[src/wbe_pkg.sv]
`default_nettype none
package wbe_pkg;

  // defaults for the top-level parameters
  localparam int SYMBOLS_PER_BLOCK_DEF = 2;
  localparam int GENUS_DEF             = 4;

  // fixed field widths
  localparam int ROW_W    = 1;
  localparam int COL_W    = 3;
  localparam int COEF_W   = 8;
  localparam int SAMPLE_W = 12;

  localparam int SAMPLE_MAX = 2047;
  localparam int SAMPLE_MIN = -2048;

  // func codes
  localparam logic FUNC_LOAD   = 1'b0;
  localparam logic FUNC_ENCODE = 1'b1;

  // microprogram steps
  typedef enum logic [2:0] {
    S_IDLE,
    S_MAC,
    S_DRAIN,
    S_ERD,
    S_ELD,
    S_END,
    S_CLR
  } step_t;

  // jump conditions
  typedef enum logic [2:0] {
    C_ALWAYS,
    C_TRIG,
    C_MAC_LAST,
    C_EMIT_LAST,
    C_CLR_LAST
  } cond_t;

  typedef struct packed {
    logic  in_rdy;   // take an input beat
    logic  mac;      // issue one multiply-accumulate read
    logic  emit_rd;  // read the next sample to emit
    logic  emit_ld;  // load the output register, zero the entry
    logic  fin;      // close the block
    logic  clr;      // clear one accumulator entry
    logic  hold;     // stay while the output register is busy
    cond_t cond;
    step_t jmp;      // next step when cond holds
    step_t nxt;      // next step otherwise
  } uword_t;

  // datapath strobes
  typedef struct packed {
    logic in_rdy;
    logic mac;
    logic emit_rd;
    logic emit_ld;
    logic fin;
    logic clr;
  } ctl_t;

  // datapath status back to the sequencer
  typedef struct packed {
    logic trig;
    logic mac_last;
    logic emit_last;
    logic clr_last;
    logic out_busy;
  } stat_t;

  // control store
  function automatic uword_t ucode(step_t s);
    uword_t w;
    w = '{in_rdy: 1'b0, mac: 1'b0, emit_rd: 1'b0, emit_ld: 1'b0, fin: 1'b0,
          clr: 1'b0, hold: 1'b0, cond: C_ALWAYS, jmp: S_IDLE, nxt: S_IDLE};
    case (s)
      S_IDLE: begin
        w.in_rdy = 1'b1;
        w.cond   = C_TRIG;
        w.jmp    = S_MAC;
        w.nxt    = S_IDLE;
      end
      S_MAC: begin
        w.mac  = 1'b1;
        w.cond = C_MAC_LAST;
        w.jmp  = S_DRAIN;
        w.nxt  = S_MAC;
      end
      S_DRAIN: begin
        w.jmp = S_ERD;
      end
      S_ERD: begin
        w.emit_rd = 1'b1;
        w.jmp     = S_ELD;
      end
      S_ELD: begin
        w.emit_ld = 1'b1;
        w.hold    = 1'b1;
        w.cond    = C_EMIT_LAST;
        w.jmp     = S_END;
        w.nxt     = S_ERD;
      end
      S_END: begin
        w.fin = 1'b1;
        w.jmp = S_IDLE;
      end
      S_CLR: begin
        w.clr  = 1'b1;
        w.cond = C_CLR_LAST;
        w.jmp  = S_IDLE;
        w.nxt  = S_CLR;
      end
      default: begin
        w.jmp = S_IDLE;
      end
    endcase
    return w;
  endfunction

endpackage
`default_nettype wire

[src/wbe_ifs.sv]
`default_nettype none
interface wbe_in_if;
  logic                              valid;
  logic                              ready;
  logic                              func;
  logic [wbe_pkg::ROW_W-1:0]         coef_row;
  logic [wbe_pkg::COL_W-1:0]         coef_col;
  logic signed [wbe_pkg::COEF_W-1:0] coef_value;
  logic                              symbol_bit;
  logic                              frame_end;

  modport source (output valid, func, coef_row, coef_col, coef_value, symbol_bit,
                  frame_end, input ready);
  modport sink (input valid, func, coef_row, coef_col, coef_value, symbol_bit,
                frame_end, output ready);
endinterface

interface wbe_out_if;
  logic                                valid;
  logic                                ready;
  logic signed [wbe_pkg::SAMPLE_W-1:0] sample;
  logic                                last;

  modport source (output valid, sample, last, input ready);
  modport sink (input valid, sample, last, output ready);
endinterface
`default_nettype wire

[src/wbe_ram.sv]
`default_nettype none
module wbe_ram #(
  parameter int  WIDTH = 8,
  parameter int  DEPTH = 16,
  localparam int AW    = (DEPTH > 1) ? $clog2(DEPTH) : 1
) (
  input  wire logic                   clk,
  input  wire logic                   we,
  input  wire logic [AW-1:0]          waddr,
  input  wire logic [WIDTH-1:0]       wdata,
  input  wire logic                   re,
  input  wire logic [AW-1:0]          raddr,
  output logic      [WIDTH-1:0]       rdata
);
  logic [WIDTH-1:0] mem [DEPTH];

  always_ff @(posedge clk) begin
    if (we) begin
      mem[waddr] <= wdata;
    end
    if (re) begin
      rdata <= mem[raddr];
    end
  end
endmodule
`default_nettype wire

[src/wbe_seq.sv]
`default_nettype none
module wbe_seq (
  input  wire logic           clk,
  input  wire logic           rst,
  input  wire wbe_pkg::stat_t stat,
  output wbe_pkg::ctl_t       ctl
);
  wbe_pkg::step_t  step;
  wbe_pkg::step_t  step_next;
  wbe_pkg::uword_t uw;
  logic            cond_ok;
  logic            holding;

  assign uw      = wbe_pkg::ucode(step);
  assign holding = uw.hold && stat.out_busy;

  always_comb begin
    case (uw.cond)
      wbe_pkg::C_ALWAYS:    cond_ok = 1'b1;
      wbe_pkg::C_TRIG:      cond_ok = stat.trig;
      wbe_pkg::C_MAC_LAST:  cond_ok = stat.mac_last;
      wbe_pkg::C_EMIT_LAST: cond_ok = stat.emit_last;
      wbe_pkg::C_CLR_LAST:  cond_ok = stat.clr_last;
      default:              cond_ok = 1'b1;
    endcase
    if (holding) begin
      step_next = step;
    end else if (cond_ok) begin
      step_next = uw.jmp;
    end else begin
      step_next = uw.nxt;
    end
  end

  always_ff @(posedge clk) begin
    if (rst) begin
      step <= wbe_pkg::S_CLR;
    end else begin
      step <= step_next;
    end
  end

  assign ctl.in_rdy  = uw.in_rdy;
  assign ctl.mac     = uw.mac;
  assign ctl.emit_rd = uw.emit_rd;
  assign ctl.emit_ld = uw.emit_ld && !holding;
  assign ctl.fin     = uw.fin;
  assign ctl.clr     = uw.clr;
endmodule
`default_nettype wire

[src/wbe_dp.sv]
`default_nettype none
module wbe_dp #(
  parameter int SYMBOLS_PER_BLOCK = wbe_pkg::SYMBOLS_PER_BLOCK_DEF,
  parameter int GENUS             = wbe_pkg::GENUS_DEF
) (
  input  wire logic          clk,
  input  wire logic          rst,
  wbe_in_if.sink             din,
  wbe_out_if.source          dout,
  input  wire wbe_pkg::ctl_t ctl,
  output wbe_pkg::stat_t     stat
);
  localparam int M        = SYMBOLS_PER_BLOCK;
  localparam int SPAN     = SYMBOLS_PER_BLOCK * GENUS;
  localparam int J_W      = (SPAN > 1) ? $clog2(SPAN) : 1;
  localparam int CNT_W    = (M > 1) ? $clog2(M) : 1;
  localparam int NB_W     = $clog2(M + 1);
  localparam int CA_DEPTH = M * SPAN;
  localparam int CA_W     = (CA_DEPTH > 1) ? $clog2(CA_DEPTH) : 1;
  localparam int ACC_RAW  = $clog2(SPAN * 128 + 1) + 1;
  localparam int ACC_W    = (ACC_RAW < wbe_pkg::SAMPLE_W) ? wbe_pkg::SAMPLE_W : ACC_RAW;
  localparam int SW       = wbe_pkg::SAMPLE_W;
  localparam int CW       = wbe_pkg::COEF_W;

  localparam logic signed [ACC_W-1:0] ACC_HI = ACC_W'(wbe_pkg::SAMPLE_MAX);
  localparam logic signed [ACC_W-1:0] ACC_LO = ACC_W'(wbe_pkg::SAMPLE_MIN);

  // block state
  logic [CNT_W-1:0] cnt;
  logic [M-1:0]     pending;
  logic [NB_W-1:0]  blk_n;
  logic             fend_q;
  logic [J_W-1:0]   base;

  // loop counters
  logic [J_W-1:0]   j;
  logic [CNT_W-1:0] k;
  logic [CA_W-1:0]  ca;
  logic [J_W-1:0]   e;

  // accumulate stage
  logic                    p_valid;
  logic                    p_sym;
  logic [J_W-1:0]          p_addr;
  logic                    fwd_q;
  logic signed [ACC_W-1:0] fwd_d;

  logic                    accept;
  logic                    is_enc;
  logic                    ld_ok;
  logic [CA_W-1:0]         ld_addr;
  logic [M-1:0]            pending_ins;
  logic [M-1:0]            pend_sh;
  logic [J_W:0]            psum;
  logic [J_W-1:0]          phys;
  logic [J_W:0]            bsum;
  logic [J_W-1:0]          base_next;

  logic [CW-1:0]           coef_rdata;
  logic [ACC_W-1:0]        acc_rdata;
  logic signed [ACC_W-1:0] acc_old;
  logic signed [ACC_W-1:0] coef_x;
  logic signed [ACC_W-1:0] mac_sum;
  logic signed [ACC_W-1:0] acc_s;
  logic signed [SW-1:0]    sat;

  logic                    acc_we;
  logic [J_W-1:0]          acc_waddr;
  logic [ACC_W-1:0]        acc_wdata;

  assign accept = din.valid && din.ready;
  assign is_enc = (din.func == wbe_pkg::FUNC_ENCODE);
  assign din.ready = ctl.in_rdy;

  assign ld_ok   = accept && !is_enc && (int'(din.coef_row) < M) && (int'(din.coef_col) < SPAN);
  assign ld_addr = CA_W'(int'(din.coef_row) * SPAN + int'(din.coef_col));

  assign pending_ins = pending | (M'(din.symbol_bit) << cnt);
  assign pend_sh     = pending >> k;

  // circular accumulator: logical index + base, wrapped
  assign psum = {1'b0, base} + {1'b0, (ctl.mac ? j : e)};
  assign phys = (psum >= (J_W+1)'(SPAN)) ? J_W'(psum - (J_W+1)'(SPAN)) : J_W'(psum);
  assign bsum = {1'b0, base} + (J_W+1)'(M);
  assign base_next = (bsum >= (J_W+1)'(SPAN)) ? J_W'(bsum - (J_W+1)'(SPAN)) : J_W'(bsum);

  assign stat.trig      = din.valid && is_enc && ((int'(cnt) + 1 == M) || din.frame_end);
  assign stat.mac_last  = (j == J_W'(SPAN - 1)) && (int'(k) + 1 == int'(blk_n));
  assign stat.emit_last = (e == (fend_q ? J_W'(SPAN - 1) : J_W'(M - 1)));
  assign stat.clr_last  = (e == J_W'(SPAN - 1));
  assign stat.out_busy  = dout.valid && !dout.ready;

  // add or subtract one coefficient
  assign acc_old = fwd_q ? fwd_d : $signed(acc_rdata);
  assign coef_x  = {{(ACC_W-CW){coef_rdata[CW-1]}}, coef_rdata};
  assign mac_sum = p_sym ? (acc_old + coef_x) : (acc_old - coef_x);

  assign acc_s = $signed(acc_rdata);
  assign sat   = (acc_s > ACC_HI) ? SW'(wbe_pkg::SAMPLE_MAX) :
                 (acc_s < ACC_LO) ? SW'(wbe_pkg::SAMPLE_MIN) : acc_s[SW-1:0];

  assign acc_we    = p_valid || ctl.emit_ld || ctl.clr;
  assign acc_waddr = p_valid ? p_addr : (ctl.clr ? e : phys);
  assign acc_wdata = p_valid ? ACC_W'(mac_sum) : '0;

  wbe_ram #(.WIDTH(CW), .DEPTH(CA_DEPTH)) u_coef (
    .clk   (clk),
    .we    (ld_ok),
    .waddr (ld_addr),
    .wdata (din.coef_value),
    .re    (ctl.mac),
    .raddr (ca),
    .rdata (coef_rdata)
  );

  wbe_ram #(.WIDTH(ACC_W), .DEPTH(SPAN)) u_acc (
    .clk   (clk),
    .we    (acc_we),
    .waddr (acc_waddr),
    .wdata (acc_wdata),
    .re    (ctl.mac || ctl.emit_rd),
    .raddr (phys),
    .rdata (acc_rdata)
  );

  always_ff @(posedge clk) begin
    if (rst) begin
      cnt        <= '0;
      pending    <= '0;
      base       <= '0;
      j          <= '0;
      k          <= '0;
      ca         <= '0;
      e          <= '0;
      p_valid    <= 1'b0;
      fwd_q      <= 1'b0;
      dout.valid <= 1'b0;
    end else begin
      if (accept && is_enc) begin
        pending <= pending_ins;
        if (stat.trig) begin
          cnt <= '0;
        end else begin
          cnt <= cnt + 1'b1;
        end
      end

      if (ctl.mac) begin
        if (stat.mac_last) begin
          j  <= '0;
          k  <= '0;
          ca <= '0;
        end else begin
          ca <= ca + 1'b1;
          if (j == J_W'(SPAN - 1)) begin
            j <= '0;
            k <= k + 1'b1;
          end else begin
            j <= j + 1'b1;
          end
        end
      end

      p_valid <= ctl.mac;
      fwd_q   <= ctl.mac && p_valid && (p_addr == phys);

      if (ctl.emit_ld) begin
        e <= stat.emit_last ? '0 : e + 1'b1;
      end else if (ctl.clr) begin
        e <= stat.clr_last ? '0 : e + 1'b1;
      end

      if (ctl.fin) begin
        pending <= '0;
        if (!fend_q) begin
          base <= base_next;
        end
      end

      if (ctl.emit_ld) begin
        dout.valid <= 1'b1;
      end else if (dout.ready) begin
        dout.valid <= 1'b0;
      end
    end
  end

  // payload registers
  always_ff @(posedge clk) begin
    if (accept && stat.trig) begin
      blk_n  <= NB_W'(int'(cnt) + 1);
      fend_q <= din.frame_end;
    end
    if (ctl.mac) begin
      p_sym  <= pend_sh[0];
      p_addr <= phys;
    end
    fwd_d <= mac_sum;
    if (ctl.emit_ld) begin
      dout.sample <= sat;
      dout.last   <= fend_q && (e == J_W'(SPAN - 1));
    end
  end
endmodule
`default_nettype wire

[src/wavelet_block_encoder_core.sv]
`default_nettype none
// channel  dir  handshake      beat
// -------  ---  -------------  ------------------------------------------------
// din      in   valid / ready  func, coef_row, coef_col, coef_value,
//                              symbol_bit, frame_end
// dout     out  valid / ready  sample, last
//
// A load beat, or a symbol that leaves its block open, is taken while idle. A
// symbol that closes a block of n symbols runs the accumulate loop (n*M*G
// coefficients, one per cycle through the coefficient RAM), a drain step, a
// read and a load step per emitted sample and a closing step; M samples are
// emitted, M*G on frame_end. After rst all M*G accumulator entries are cleared
// before din is ready. A stall on dout holds the sequencer in its emit step;
// din is not taken until all samples of the block reach the output register.
module wavelet_block_encoder_core #(
  parameter int SYMBOLS_PER_BLOCK = wbe_pkg::SYMBOLS_PER_BLOCK_DEF,
  parameter int GENUS             = wbe_pkg::GENUS_DEF
) (
  input wire logic  clk,
  input wire logic  rst,
  wbe_in_if.sink    din,
  wbe_out_if.source dout
);
  // sequencer <-> datapath
  wbe_pkg::ctl_t  ctl;
  wbe_pkg::stat_t stat;

  // microcoded control: step counter, control store, jump select
  wbe_seq u_seq (
    .clk  (clk),
    .rst  (rst),
    .stat (stat),
    .ctl  (ctl)
  );

  // coefficient RAM, circular accumulator RAM, counters, output register
  wbe_dp #(
    .SYMBOLS_PER_BLOCK (SYMBOLS_PER_BLOCK),
    .GENUS             (GENUS)
  ) u_dp (
    .clk  (clk),
    .rst  (rst),
    .din  (din),
    .dout (dout),
    .ctl  (ctl),
    .stat (stat)
  );
endmodule
`default_nettype wire
[src/flat_wrapper.sv]
// flat-port wrapper written by rule: the top's interface ports become plain ports
module wavelet_block_encoder_core_flat 
#(
  parameter int SYMBOLS_PER_BLOCK = wbe_pkg::SYMBOLS_PER_BLOCK_DEF,
  parameter int GENUS             = wbe_pkg::GENUS_DEF
)
  (clk, rst, din_valid, din_func, din_coef_row, din_coef_col, din_coef_value, din_symbol_bit, din_frame_end, din_ready, dout_valid, dout_sample, dout_last, dout_ready);
  wbe_in_if din_i ();
  wbe_out_if dout_i ();
  input wire logic clk;
  input wire logic rst;
  input wire logic [$bits(din_i.valid)-1:0] din_valid;
  input wire logic [$bits(din_i.func)-1:0] din_func;
  input wire logic [$bits(din_i.coef_row)-1:0] din_coef_row;
  input wire logic [$bits(din_i.coef_col)-1:0] din_coef_col;
  input wire logic [$bits(din_i.coef_value)-1:0] din_coef_value;
  input wire logic [$bits(din_i.symbol_bit)-1:0] din_symbol_bit;
  input wire logic [$bits(din_i.frame_end)-1:0] din_frame_end;
  output wire logic [$bits(din_i.ready)-1:0] din_ready;
  output wire logic [$bits(dout_i.valid)-1:0] dout_valid;
  output wire logic [$bits(dout_i.sample)-1:0] dout_sample;
  output wire logic [$bits(dout_i.last)-1:0] dout_last;
  input wire logic [$bits(dout_i.ready)-1:0] dout_ready;
  assign din_i.valid = din_valid;
  assign din_i.func = din_func;
  assign din_i.coef_row = din_coef_row;
  assign din_i.coef_col = din_coef_col;
  assign din_i.coef_value = din_coef_value;
  assign din_i.symbol_bit = din_symbol_bit;
  assign din_i.frame_end = din_frame_end;
  assign din_ready = din_i.ready;
  assign dout_valid = dout_i.valid;
  assign dout_sample = dout_i.sample;
  assign dout_last = dout_i.last;
  assign dout_i.ready = dout_ready;
  wavelet_block_encoder_core #(.SYMBOLS_PER_BLOCK(SYMBOLS_PER_BLOCK), .GENUS(GENUS)) u_core (.clk(clk), .rst(rst), .din(din_i), .dout(dout_i));
endmodule
[config.mk]
export PLATFORM = sky130hd
export DESIGN_NAME = wavelet_block_encoder_core_flat
export DESIGN_NICKNAME = d
export VERILOG_FILES = /design/src/wbe_pkg.sv /design/src/wbe_ifs.sv /design/src/wbe_ram.sv /design/src/wbe_seq.sv /design/src/wbe_dp.sv /design/src/wavelet_block_encoder_core.sv /design/src/flat_wrapper.sv
export SDC_FILE = /design/constraint.sdc
export NUM_CORES = 1
export LEC_CHECK = 0
export BUFFER_PORTS_ARGS = -buffer_cell sky130_fd_sc_hd__buf_2
export CAP_MARGIN = 10
export CORE_UTILIZATION = 40
export DETAILED_ROUTE_END_ITERATION = 6
export PLACE_DENSITY_LB_ADDON = 0.05
export SLEW_MARGIN = 20
export SYNTH_ARGS = -nofsm -noshare
export SYNTH_HDL_FRONTEND = slang
export SYNTH_SLANG_ARGS = --single-unit
[constraint.sdc]
create_clock -name clk -period 4.2 [get_ports clk]
set_clock_uncertainty 0.05 [all_clocks]
set_input_delay 0.21 -clock clk [delete_from_list [all_inputs] [get_ports clk]]
set_output_delay 0.21 -clock clk [all_outputs]
set_load 0.005 [all_outputs]
==> summary.md <==
| Metric | Value |
|---|---|
| Core footprint | `0.0306 mm²` |
| Final hold vios | `0` |
| Setup WS pre-CTS | `0.755 ns` |
| First-pass GRT wire length | `41300 µm` |
| Area Growth Syn to Fin | `13.9%` |
| PwrDens | `564 mW/mm²` |
| Final core utilization | `46.2%` |
| CTS tree | `built` |
| Slowest cell on the critical path | `mux2i_1` |
| Yosys reg bits | `298` |
| Cell count after synthesis | `741` |
| Reg-to-Reg Start | `u_core.u_dp.u_coef.rdata[0]$_DFFE_PP_` |
| Post-Synthesis Cell Area | `0.0124 mm²` |
| Mapped Nets | `779` |
| Synth top cells by count | `edfxtp_1, mux2i_1, mux4_2` |
| Routability Congestion | `0.787` |
| Share of layout cells above drive strength 1 | `21.2%` |
| Crit path top cell by count | `ha_1` |
| Final Max Slew Viols | `0` |
| RSZ-0062 raised after global routing | `no` |
| Post-synth ARST share | `0%` |
| Number of synthesized flops with an enable pin | `264` |
| Hold crit path type | `in2reg` |
| Req. time, crit path | `4.34 ns` |
| Die Area | `0.0317 mm²` |
| Max Clk Rate | `0.289 GHz` |
| Die Ht | `178 µm` |
| Critical path's largest stage delay | `0.66 ns` |
| Setup WS post-layout | `0.744 ns` |
| Count leader, synth | `edfxtp_1` |
| Via density | `5.23` |
| Critical Path, Cell by Cell | `inv_1 -> ha_1 -> nand2_1 -> nor3_1 -> nor2_1 -> xor2_1 -> ha_1 -> a211o_1 -> o22ai_1 -> o21ai_0 -> mux2i_1` |
| Sequential share of the synthesized area | `69.3%` |
| Syn_area_per_cell | `16.8 µm²` |
| Min cycle time layout | `3.46 ns` |
| DRT Wirelength | `27100 µm` |
| Crit share post-route | `82.3%` |
| Primary FF master, synth | `edfxtp_1` |
| Worst reg2reg path endpoint | `u_core.u_dp.u_acc.mem[7][9]$_DFFE_PP_` |
| Post-place instance area | `0.0130 mm²` |
| DIE WIDTH | `178 µm` |
| Vias | `6356` |
| CTS Hold Bufs | `3` |
| Worst-Skew Late Latency | `0.51 ns` |
| Fin Hold WS | `0.0393 ns` |
| CTS H-tree lvls | `2` |
| CP Class | `reg2reg` |
| Via count of the first global-routing pass | `6507` |
| Setup_tns | `0 ns` |
| MaxCap Viol Count | `0` |
| IO Count | `34` |
| FP Rows | `64` |
| Post-layout nets | `831` |
| TritonCTS Buffers | `35` |
| Synth cell types | `57` |
| CP arrival | `3.60 ns` |
| Finished Cell Area | `0.0141 mm²` |
| Critical path endpoint | `u_core.u_dp.u_acc.mem[7][9]$_DFFE_PP_` |
| Antenna fix cells | `0` |
| DRT antenna net count | `0` |
| Pwr Total | `7.98 mW` |
| Drt pass-1 iters | `4` |
| Worst setup path startpoint | `u_core.u_dp.u_coef.rdata[0]$_DFFE_PP_` |
| Top post-synthesis cells by area | `edfxtp_1, mux4_2, dfxtp_1` |
| Yosys warning count | `0` |
| FF-to-FF path depth | `11` |
| DP Cell Count | `1149` |
| Post_cts resized | `0` |
| Iteration-0 DRC Markers | `411` |
| GRT Residual Overflow | `0` |
| Startpoint types | `flip-flop` |
| Remaining DRCs | `0` |
| Pin count of the biggest net entering global routing | `33` |
| Clock sink total | `298` |
| Port bufs | `33` |
| Clk Tree Root Cell | `clkbuf_16` |
| Wire per inst | `22.3 µm` |
| Crit path capture type | `flip-flop` |
| Non-Filler Instances | `1215` |
| HPWL after detailed placement | `18900 µm` |
| CTS clk-pin slew, worst paths | `0.06 ns` |
| Aggregate global-route resource usage | `18.1%` |
| Final setup fails | `0` |
| Worst Tran Pin Value | `0.992 ns` |
| Initial antenna violation count | `0` |
| Max Fanout on Critical Path | `8` |
| Post-CTS Setup Inserts | `0` |
| Dominant cell type by area after synthesis | `edfxtp_1` |
| Top cell type's share of synthesized area | `63.9%` |
| VDD IR max | `0.308 mV` |
| Status | `finished clean` |
| Clock Tree Buf Depth | `3` |
| Starting Density | `40.6%` |
| Leak | `5.00 nW` |
| Max transition margin | `33.6%` |
| Reg2Reg Setup Slack | `0.74 ns` |
metal layers:
metal	vias up	part of all wire, %	GRT usage (%)	routed length (µm)
met5	-	0	0	0
li1	2944	-	-	-
met3	41	5.6	3.56	1510
met4	0	2.0	4.91	539
met1	3218	50	28.4	13500
met2	153	43	25.3	11500
sequential cells by signal, summed over array words and instances (netlist names):
name	cells
u_core.u_dp.cnt	1
u_core.u_dp.e	3
u_core.u_dp.dout.valid	1
u_core.u_dp.k	1
u_core.u_dp.fwd_d	12
u_core.u_dp.fwd_q	1
u_core.u_dp.base	2
u_core.u_dp.dout.sample	12
u_core.u_dp.dout.last	1
u_core.u_dp.u_acc.mem	96
u_core.u_dp.ca	4
u_core.u_seq.step	3
u_core.u_dp.blk_n	2
u_core.u_dp.u_coef.mem	128
u_core.u_dp.j	3
u_core.u_dp.p_valid	1
u_core.u_dp.fend_q	1
u_core.u_dp.u_coef.rdata	8
u_core.u_dp.p_sym	1
u_core.u_dp.u_acc.rdata	12
u_core.u_dp.pending	2
u_core.u_dp.p_addr	3
cell usage in the layout, fill, tap and decap left out, types with 3 or more instances in the layout:
cell / instances
dlygate4sd3_1: 3
clkbuf_1: 11
nand3b_1: 5
nand2_1: 36
nor2_1: 50
ha_1: 18
a31oi_1: 5
buf_2: 33
nand3_1: 4
clkbuf_16: 35
dfxtp_1: 33
a21o_1: 3
o21a_1: 3
edfxtp_1: 264
nor3_1: 12
mux4_2: 52
a21oi_1: 19
nor2b_1: 4
mux2_2: 13
xnor2_1: 14
o211ai_1: 4
bufinv_16: 3
inv_6: 3
o21ai_0: 8
nand2b_1: 9
buf_4: 20
xor2_1: 14
mux2i_1: 55
inv_1: 27
and2_1: 11
clkinv_1: 7
final cells by class:
type | instances | area [µm²]
fill | 2692 | 16400
sequential | 298 | 8610
multi-input combinational | 372 | 3470
clock buffer | 47 | 931
tap | 396 | 495
timing repair buffer | 57 | 365
clock inverter | 16 | 160
inverter | 29 | 111
how the worst min path moves through the flow:
stage	from	to	slack (ns)	cells past startpoint
6_report	din_coef_value[4]	u_core.u_dp.u_coef.mem[12][4]$_DFFE_PP_	0.04	1
3_3_place_gp	din_frame_end	u_core.u_dp.fend_q$_DFFE_PP_	0.37	1
5_1_grt	din_coef_value[4]	u_core.u_dp.u_coef.mem[12][4]$_DFFE_PP_	0.04	1
4_1_cts	din_coef_value[4]	u_core.u_dp.u_coef.mem[12][4]$_DFFE_PP_	0.02	1
3_5_place_dp	din_frame_end	u_core.u_dp.fend_q$_DFFE_PP_	0.37	1
2_1_floorplan	rst	u_core.u_dp.e[2]$_SDFFE_PP0P_	0.23	1
worst max-delay path, delay by kind of cell (launching register included):
family,cells,cell delay [ns]
adders and majority gates,2,0.56
and+or+nand+nor,3,0.29
AOI/OAI and AO/OA,3,0.85
xor gates and xnor gates,1,0.16
DFF,1,0.47
muxes,1,0.66
buffers and inverters,1,0.10
cell families (layout without fill, tap and decap cells):
family	after synthesis	after routing	share of synthesized area, %
DFF	298	298	69.3
and+or+nand+nor	143	143	5.50
muxes	121	121	15.2
buffers and inverters	71	149	2.73
AOI/OAI and AO/OA	61	61	3.26
xor gates and xnor gates	28	28	1.98
adders and majority gates	19	19	1.98
power breakdown:
| part | leakage, nW | internal, mW | switching [mW] | total [mW] |
|---|---|---|---|---|
| registers | 2.73 | 3.62 | 0.117 | 3.74 |
| clock network | 0.526 | 1.74 | 1.15 | 2.89 |
| logic | 1.74 | 0.529 | 0.818 | 1.35 |
| total | 5.00 | 5.90 | 2.08 | 7.98 |
No activity file was read; power rests on OpenSTA's default activity.
